File: config.mk
export PLATFORM = sky130hd
export DESIGN_NAME = panel_spi_command_decoder_top
export DESIGN_NICKNAME = d
export VERILOG_FILES = /design/src/sv/psc_pkg.sv /design/src/sv/psc_step.sv /design/src/sv/panel_spi_command_decoder_top.sv
export SDC_FILE = /design/constraint.sdc
export NUM_CORES = 1
export LEC_CHECK = 0
export BUFFER_PORTS_ARGS = -buffer_cell sky130_fd_sc_hd__buf_2
export CORE_MARGIN = 5
export CORE_UTILIZATION = 35
export CTS_CLUSTER_SIZE = 14
export DETAILED_ROUTE_END_ITERATION = 16
export HOLD_SLACK_MARGIN = 0.03
export PLACE_DENSITY = 0.6
export RECOVER_POWER = 100
export SYNTH_ARGS = -nofsm -noshare
export SYNTH_HDL_FRONTEND = slang
export SYNTH_SLANG_ARGS = --single-unit
File: constraint.sdc
create_clock -name clk_i -period 7.6 [get_ports clk_i]
set_input_delay 2.28 -clock clk_i [delete_from_list [all_inputs] [get_ports clk_i]]
set_output_delay 2.28 -clock clk_i [all_outputs]
set_load 0.02 [all_outputs]
File: src/sv/psc_pkg.sv
`timescale 1ns / 1ps
package psc_pkg;

  localparam int unsigned REPLY_WORDS = 16;
  localparam int unsigned OFF_W       = $clog2(REPLY_WORDS);
  localparam logic [OFF_W-1:0] LAST_OFF = OFF_W'(REPLY_WORDS - 1);

  localparam logic [15:0] CMD_LCD        = 16'h0010;
  localparam logic [15:0] CMD_LCD_LED    = 16'h0018;
  localparam logic [15:0] LED_FLAG       = 16'h0014;
  localparam logic [15:0] LCD_RESET_WORD = 16'h0080;
  localparam logic [7:0]  FLAG_POS       = 8'd7;
  localparam logic [7:0]  LEVELS_RESET   = 8'hff;

  localparam logic OP_SPI    = 1'b0;
  localparam logic OP_BUTTON = 1'b1;

  // Fixed words of the reply frame
  localparam logic [15:0] RPL_ID0  = 16'h004d;  // 'M'
  localparam logic [15:0] RPL_ID1  = 16'h0057;  // 'W'
  localparam logic [15:0] RPL_ENC0 = 16'h0030;
  localparam logic [15:0] RPL_ENC1 = 16'h0038;
  localparam logic [15:0] RPL_VOL  = 16'h00ff;
  localparam logic [15:0] RPL_END  = 16'h0078;  // 'x'

  typedef struct packed {
    logic        operation;
    logic [7:0]  frame_position;
    logic [15:0] spi_word;
    logic [2:0]  button_number;
    logic        button_pressed;
    logic [4:0]  led_query;
    logic [2:0]  button_query;
  } item_t;

  typedef struct packed {
    logic [7:0]  button_levels;
    logic [15:0] current_command;
    logic        led_update_flag;
    logic [31:0] led_word;
  } state_t;

  typedef struct packed {
    logic             reply_valid;
    logic [OFF_W-1:0] reply_offset;
    logic [15:0]      reply_word;
    logic             lcd_char_valid;
    logic [7:0]       lcd_char;
    logic             lcd_position_reset;
    logic             leds_changed;
    logic             led_query_on;
    logic             button_query_down;
    logic             last;
  } result_t;

  function automatic logic [15:0] reply_at(input logic [OFF_W-1:0] idx,
                                           input logic [7:0] levels);
    logic [15:0] w;
    w = '0;
    case (idx)
      4'd0:    w = RPL_ID0;
      4'd1:    w = RPL_ID1;
      4'd2:    w = RPL_ENC0;
      4'd7:    w = RPL_ENC1;
      4'd12:   w = {10'd0, levels[5:0]};
      4'd13:   w = {10'd0, levels[6], 5'd0};
      4'd14:   w = RPL_VOL;
      4'd15:   w = RPL_END;
      default: w = '0;
    endcase
    return w;
  endfunction

endpackage

File: src/sv/psc_step.sv
`timescale 1ns / 1ps
module psc_step (
  input  psc_pkg::item_t   item_i,
  input  psc_pkg::state_t  state_i,
  output psc_pkg::state_t  state_o,
  output psc_pkg::result_t res_o,
  output logic             burst_o
);
  import psc_pkg::*;

  logic [7:0]  byte_w;
  logic [7:0]  ch;
  logic        pres;
  logic        flag_new;
  logic        in_chars;
  logic        in_leds;
  logic [31:0] led_new;
  logic        frame_start;

  assign byte_w      = item_i.spi_word[7:0];
  assign frame_start = (item_i.operation == OP_SPI) && (item_i.frame_position == 8'd0);
  assign in_chars    = (item_i.frame_position >= 8'd1) && (item_i.frame_position <= 8'd6);
  assign in_leds     = (item_i.frame_position[7:2] == 6'd2);
  assign flag_new    = (item_i.frame_position == FLAG_POS) ? (item_i.spi_word == LED_FLAG)
                                                           : state_i.led_update_flag;

  always_comb begin
    led_new = state_i.led_word;
    case (item_i.frame_position[1:0])
      2'd0:    led_new[7:0]   = byte_w;
      2'd1:    led_new[15:8]  = byte_w;
      2'd2:    led_new[23:16] = byte_w;
      2'd3:    led_new[31:24] = byte_w;
      default: led_new = state_i.led_word;
    endcase
  end

  always_comb begin
    state_o = state_i;
    ch      = '0;
    pres    = 1'b0;
    if (item_i.operation == OP_BUTTON) begin
      state_o.button_levels[item_i.button_number] = ~item_i.button_pressed;
    end else if (frame_start) begin
      state_o.current_command = item_i.spi_word;
    end else if (state_i.current_command == CMD_LCD) begin
      if (item_i.frame_position == 8'd1) begin
        pres = (item_i.spi_word == LCD_RESET_WORD);
      end else begin
        ch = byte_w;
      end
    end else if (state_i.current_command == CMD_LCD_LED) begin
      state_o.led_update_flag = flag_new;
      if (flag_new) begin
        if (in_chars) begin
          ch = byte_w;
        end else if (in_leds) begin
          state_o.led_word = led_new;
        end
      end else begin
        ch = byte_w;
      end
    end
  end

  // Queries see the state after the step; a frame start leaves both untouched
  always_comb begin
    res_o                    = '0;
    res_o.lcd_char           = ch;
    res_o.lcd_char_valid     = (ch != 8'd0);
    res_o.lcd_position_reset = pres;
    res_o.leds_changed       = (state_o.led_word != state_i.led_word);
    res_o.led_query_on       = state_o.led_word[item_i.led_query];
    res_o.button_query_down  = ~state_o.button_levels[item_i.button_query];
    res_o.last               = 1'b1;
    if (frame_start) begin
      res_o.reply_valid  = 1'b1;
      res_o.reply_offset = '0;
      res_o.reply_word   = reply_at('0, state_i.button_levels);
      res_o.last         = 1'b0;
    end
  end

  assign burst_o = frame_start;

endmodule

File: src/sv/panel_spi_command_decoder_top.sv
`timescale 1ns / 1ps
// Front-panel command decoder. Each input word is an SPI word tagged with its
// frame position, or a button event (tuser high). Ordinary words and button
// events each give one result; a word at frame position 0 gives a 16-word
// reply burst, one word per cycle while the output side accepts, out of the
// single output register, and the input is held off until the last reply
// word is loaded. A word can be accepted while a finished result waits, as
// long as the output side takes it in the same cycle.
module panel_spi_command_decoder_top (
  input  logic        clk_i,
  input  logic        rst_ni,
  input  logic        s_axis_tvalid,
  output logic        s_axis_tready,
  // frame_position[7:0], spi_word[23:8], button_number[26:24],
  // button_pressed[27], led_query[32:28], button_query[35:33], zero[39:36]
  input  logic [39:0] s_axis_tdata,
  // operation[0]
  input  logic [0:0]  s_axis_tuser,
  output logic        m_axis_tvalid,
  input  logic        m_axis_tready,
  // reply_offset[3:0], reply_word[19:4], lcd_char_valid[20], lcd_char[28:21],
  // lcd_position_reset[29], leds_changed[30], led_query_on[31],
  // button_query_down[32], zero[39:33]
  output logic [39:0] m_axis_tdata,
  // reply_valid[0]
  output logic [0:0]  m_axis_tuser,
  output logic        m_axis_tlast
);
  import psc_pkg::*;

  item_t            item;
  state_t           state_q, state_d;
  result_t          step_res;
  result_t          res_q, res_d;
  logic             step_burst;
  logic             m_valid_q, m_valid_d;
  logic             burst_q, burst_d;
  logic [OFF_W-1:0] cnt_q, cnt_d;
  logic [7:0]       lvl_q, lvl_d;
  logic             ledq_q, ledq_d;
  logic             btnq_q, btnq_d;
  logic             slot_free;
  logic             s_acc;

  assign item.operation      = s_axis_tuser[0];
  assign item.frame_position = s_axis_tdata[7:0];
  assign item.spi_word       = s_axis_tdata[23:8];
  assign item.button_number  = s_axis_tdata[26:24];
  assign item.button_pressed = s_axis_tdata[27];
  assign item.led_query      = s_axis_tdata[32:28];
  assign item.button_query   = s_axis_tdata[35:33];

  psc_step u_step (
    .item_i  (item),
    .state_i (state_q),
    .state_o (state_d),
    .res_o   (step_res),
    .burst_o (step_burst)
  );

  assign slot_free     = !m_valid_q || m_axis_tready;
  assign s_axis_tready = slot_free && !burst_q;
  assign s_acc         = s_axis_tvalid && s_axis_tready;

  always_comb begin
    m_valid_d = m_valid_q;
    res_d     = res_q;
    burst_d   = burst_q;
    cnt_d     = cnt_q;
    lvl_d     = lvl_q;
    ledq_d    = ledq_q;
    btnq_d    = btnq_q;
    if (m_axis_tready) begin
      m_valid_d = 1'b0;
    end
    if (burst_q && slot_free) begin
      // advance the reply burst by one word
      m_valid_d                = 1'b1;
      res_d                    = '0;
      res_d.reply_valid        = 1'b1;
      res_d.reply_offset       = cnt_q;
      res_d.reply_word         = reply_at(cnt_q, lvl_q);
      res_d.led_query_on       = ledq_q;
      res_d.button_query_down  = btnq_q;
      res_d.last               = (cnt_q == LAST_OFF);
      cnt_d                    = cnt_q + OFF_W'(1);
      burst_d                  = (cnt_q != LAST_OFF);
    end else if (s_acc) begin
      m_valid_d = 1'b1;
      res_d     = step_res;
      if (step_burst) begin
        burst_d = 1'b1;
        cnt_d   = OFF_W'(1);
        lvl_d   = state_q.button_levels;
        ledq_d  = step_res.led_query_on;
        btnq_d  = step_res.button_query_down;
      end
    end
  end

  always_ff @(posedge clk_i or negedge rst_ni) begin
    if (!rst_ni) begin
      m_valid_q                     <= 1'b0;
      burst_q                       <= 1'b0;
      cnt_q                         <= '0;
      state_q.button_levels         <= LEVELS_RESET;
      state_q.current_command       <= '0;
      state_q.led_update_flag       <= 1'b0;
      state_q.led_word              <= '0;
    end else begin
      m_valid_q <= m_valid_d;
      burst_q   <= burst_d;
      cnt_q     <= cnt_d;
      if (s_acc) begin
        state_q <= state_d;
      end
    end
  end

  always_ff @(posedge clk_i) begin
    res_q  <= res_d;
    lvl_q  <= lvl_d;
    ledq_q <= ledq_d;
    btnq_q <= btnq_d;
  end

  assign m_axis_tvalid = m_valid_q;
  assign m_axis_tuser  = res_q.reply_valid;
  assign m_axis_tlast  = res_q.last;
  assign m_axis_tdata  = {7'd0,
                          res_q.button_query_down,
                          res_q.led_query_on,
                          res_q.leds_changed,
                          res_q.lcd_position_reset,
                          res_q.lcd_char,
                          res_q.lcd_char_valid,
                          res_q.reply_word,
                          res_q.reply_offset};

`ifndef SYNTH
  a_no_accept_in_burst: assert property (@(posedge clk_i) disable iff (!rst_ni)
    burst_q |-> !s_axis_tready)
    else $error("input accepted during reply burst");

  a_frame_start_burst: assert property (@(posedge clk_i) disable iff (!rst_ni)
    (s_acc && step_burst) |=> (burst_q && cnt_q == OFF_W'(1) && m_valid_q))
    else $error("frame start did not open a reply burst");

  a_single_last: assert property (@(posedge clk_i) disable iff (!rst_ni)
    (m_valid_q && !res_q.reply_valid) |-> res_q.last)
    else $error("single result without last");

  a_burst_last: assert property (@(posedge clk_i) disable iff (!rst_ni)
    (m_valid_q && res_q.reply_valid) |-> (res_q.last == (res_q.reply_offset == LAST_OFF)))
    else $error("reply burst last misplaced");

  a_burst_no_lcd: assert property (@(posedge clk_i) disable iff (!rst_ni)
    (m_valid_q && res_q.reply_valid) |->
      (!res_q.lcd_char_valid && !res_q.lcd_position_reset && !res_q.leds_changed))
    else $error("reply word carries LCD or LED activity");
`endif

endmodule
# Word-level counts from Yosys, hierarchy flattened
# Index checks and enable logic that the tools add are counted.
# word_totals
register_bits	107
input_bits	45
wordCells	117
# classes
add_sub_neg	1
magnitude_cmp	6
eq_ne	19
muxes	45
bitwise_logic	6
reduce_logical	20
# ops
operator	count
two-way mux 32 bit	7
two-way mux 8 bit	12
two-way mux 34 bit	2
case mux 8 bit (8 select lines)	1
== test 16 x 5 -> 1 bit, second input constant	3
inequality test 32 bit	1
two-way mux 21 bit	1
== test 16 x 8 -> 1 bit, second input constant	1
== test 4 bit, second input constant	4
two-way mux 1 bit	15
two-way mux 4 bit	3
bitwise mux 8 bit	1
== test 8 x 1 -> 1 bit, second input constant	1
== test 8 x 3 -> 1 bit, second input constant	1
>= comparator 8 x 1 -> 1 bit, second input constant	1
<= comparator 8 x 3 -> 1 bit, second input constant	1
logical NOT 8 bit	1
< comparator 3 x 4 -> 1 bit, second input constant	2
nonzero test 8 bit	1
== test 6 x 2 -> 1 bit, second input constant	1
logical AND 1 bit	6
< comparator 5 x 6 -> 1 bit, second input constant	1
inverter 1 bit	6
AND reduction 3 bit	2
19 further kinds	22

# Logic depth before layout (Yosys ltp)
# logic_depth
ltp_word	13
mapped_depth	10

# Modules after synthesis
# A second synthesis with hierarchy kept.
# hier_totals
cells_unflattened	726
area_unflattened_um2	6568.8
# by_module_without_submodules
module	n_inst	cells_each	area_each_um2	seq_area_each_um2
panel_spi_command_decoder_top	1	426	4274.1	2787.7
psc_step	1	300	2294.7	0.0

# Worst setup path before layout
# Ideal clock, no wire load.
# synth_timing
kind	input port to output port
start	input m_axis_tready
end	output s_axis_tready
arrival_time_ns	2.826
setup_slack_ns	2.494
path_stages	2
path_buffers	0
cell_sequence	nand2b_1 -> nor2b_1
# synth_between
elab_chain_len	2
# synth_rtl
item	line_no	source
start, declared	panel_spi_command_decoder_top.sv:20	input logic m_axis_tready,
logical OR 1 bit	panel_spi_command_decoder_top.sv:61	assign slot_free = !m_valid_q || m_axis_tready;
logical AND 1 bit	panel_spi_command_decoder_top.sv:62	assign s_axis_tready = slot_free && !burst_q;
end, declared	panel_spi_command_decoder_top.sv:13	output logic s_axis_tready,
# Every way passes these cells.

==> flow_metrics.py <==
metrics = {
    "layout": {
        "fin_area_mm2": 0.00623,
        "final_cell_mix": "nand2_1 (87), dfrtp_1 (55), nor2_1 (40)",
        "area.growth.synth_to_final_pct": 11.3,
        "final_nets": 672,
        "drive_gt1_share_pct": 14.8,
        "final_common_cell": "nand2_1",
    },
    "grt": {
        "grt_max_degree": 64,
        "antenna_found_initial": 3,
        "grt-ovfl-total": 0,
        "grt_use_total_pct": 15.7,
        "grt_pass1_wl_um": 23200,
        "grt_pass1_vias": 4402,
    },
    "timing": {
        "period_needed_ps": 5580,
        "fin_skew_ps": 9.15,
        "finalSetupTns_ps": 0,
        "min_period_over_period_pct": 73.4,
        "maxSlewViolCount": 64,
        "hold_viol_final": 0,
        "rsz0062_at_grt": "no",
        "fin_ws_ps": 2020,
        "relSlewSlack_pct": -131,
        "worst_pin_slew_ps": 3470,
        "setup_violations": 0,
        "fmax_ghz": 0.179,
    },
    "clock_tree": {
        "clkTransAtPathRegs_ps": 70,
        "cts_root_buf": "clkbuf_16",
        "clock-sinks": 99,
        "cts_resized": 0,
        "post-cts-setup-buffer-count": 0,
        "cts_tree": "done",
        "cts_buffer_depth": 2,
        "cts_hold_buffers": 0,
        "cts_buffers": 9,
        "clock_latency_ps": 350,
        "cts_htree_levels": 3,
    },
    "floorplan": {
        "die_x_um": 137,
        "ios": 89,
        "die_h_um": 137,
        "coreArea_mm2": 0.0158,
        "fp.dieArea_mm2": 0.0186,
        "rows": 46,
        "start_util_pct": 35.5,
    },
    "placement": {
        "place_area_mm2": 0.00602,
        "io_buffers": 69,
        "dp_hpwl_um": 10300,
        "routabilityCongestion": 0.900,
        "dp_slack_ps": 1930,
    },
    "worst_hold_path": {
        "hold_class": "reg2reg",
        "hold_start": "m_axis_tuser",
    },
    "power_and_ir_drop": {
        "leakage_nw": 2.66,
        "ir_drop_uv": 124,
        "p_total_mw": 1.28,
        "p_per_area_mw_per_mm2": 205,
    },
    "logic_synthesis": {
        "syn_area_mm2": 0.00560,
        "synthFlopType": "dfrtp_1",
        "synth_warnings": 0,
        "netlist_instances": 580,
        "yosys_register_bits": 99,
        "postSynthAreaPerCell_um2": 9.66,
        "ys_seq_area_share_pct": 45.5,
        "synth.distinct_cells": 84,
        "synth_edf_count": 24,
        "async_flop_share_pct": 63.6,
    },
    "routing": {
        "final_antenna_net_count": 0,
        "finalWirelength_um": 14500,
        "drtPass1Iterations": 6,
        "post-route-drc-count": 0,
        "vias": 4571,
        "via_per_inst": 5.41,
        "routedWlPerCell_um": 17.2,
        "first_iter_violations": 405,
    },
    "worst_setup_path": {
        "crit_required_ps": 7700,
        "critPathLaunchType": "primary input",
        "path_class": "in2reg",
        "cp-startpoint": "s_axis_tdata[7]",
        "arrival_ps": 5680,
        "reg2reg_from": "m_axis_tvalid",
        "cp_max_fo": 12,
        "end_kind": "flop",
    },
    "flow_run": {
        "max_cap_violations": 1,
    },
    "outcome": {
        "violations": "max-capacitance violations, max-slew violations",
        "status": "finished with violations",
    },
}
-- synth_stat cells (10+ instances only) --
master | n | area (µm²)
dfrtp_1 | 55 | 1380
o21ai_0 | 35 | 175
a21oi_1 | 18 | 90.1
clkbuf_1 | 30 | 113
mux2i_1 | 10 | 100
nor4_1 | 11 | 68.8
nor2_1 | 39 | 146
xor2_1 | 17 | 149
mux2_2 | 24 | 270
nor2b_1 | 10 | 62.6
edfxtp_1 | 24 | 721
nand2_1 | 87 | 327
dfxtp_1 | 12 | 240
xnor2_1 | 11 | 96.3
buf_4 | 16 | 120
inv_1 | 10 | 37.5
-- kinds of logic after synthesis --
| group | Yosys count | share of synthesized area (%) |
|---|---|---|
| simple gates | 215 | 19.4 |
| flops | 99 | 45.5 |
| xor+xnor | 28 | 4.38 |
| compound gates | 127 | 15.5 |
| fa+ha+maj | 4 | 0.893 |
| other cells | 1 | 0.0669 |
| buf+inv | 63 | 5.36 |
| mux | 43 | 8.89 |
-- metrics by stage --
stage                     hold slack [ps]  cells  util (%)
after floorplan                       438    594         -
after global placement                443    828      38.2
after global routing                  494    845      39.5
after CTS                             466    844      39.9
final                                 457    845      39.5
after detailed placement              455    828      38.2
-- worst paths after layout --
kind | to | slack, ps | depth (start not counted)
min in group asynchronous | state_q[44] | 3200 | 2
worst max register to register | cnt_q[2] | 4260 | 8
worst min register to register | m_axis_tuser | 460 | 2
worst max-delay path | ledq_q | 2020 | 9
max in group asynchronous | state_q[31] | 2440 | 2
worst min-delay path | m_axis_tuser | 460 | 2
-- critical path: stages --
cell and delay (ps):
buf_2 90, or4_1 650, nor4_1 580, a41o_1 600, nand3_1 310, mux2_1 400, o211a_1 230, or3_1 360
a21bo_1 170
-- registers in the layout, summed over array words and instances, names as in the netlist --
register,count
lvl_q,7
m_axis_tuser,1
m_axis_tdata,25
m_axis_tvalid,1
ledq_q,1
state_q,57
cnt_q,4
burst_q,1
m_axis_tlast,1
btnq_q,1
-- power breakdown --
| part | switching, mW | total (mW) | internal [mW] |
|---|---|---|---|
| Combinational | 0.155 | 0.243 | 0.0877 |
| Clock | 0.201 | 0.433 | 0.232 |
| Sequential | 0.0267 | 0.603 | 0.577 |
| Total | 0.383 | 1.28 | 0.897 |
-- final cells by class --
cell class,instances,area (µm²)
Fill cell,1562,9540
Inverter,11,41.3
Tap cell,216,270
Clock buffer,11,243
Multi-Input combinational cell,432,2780
Sequential cell,99,2550
Antenna cell,1,2.50
Clock inverter,5,37.5
Timing Repair Buffer,70,312
-- routing by layer --
metal	share of wire, %	GRT usage (%)	vias to the layer above
met3	6.9	3.49	34
met5	0.19	0	-
met1	44	21.0	2225
met4	2.2	6.22	4
li1	-	-	2149
met2	46	24.8	159
(Power assumes the default switching activity.)
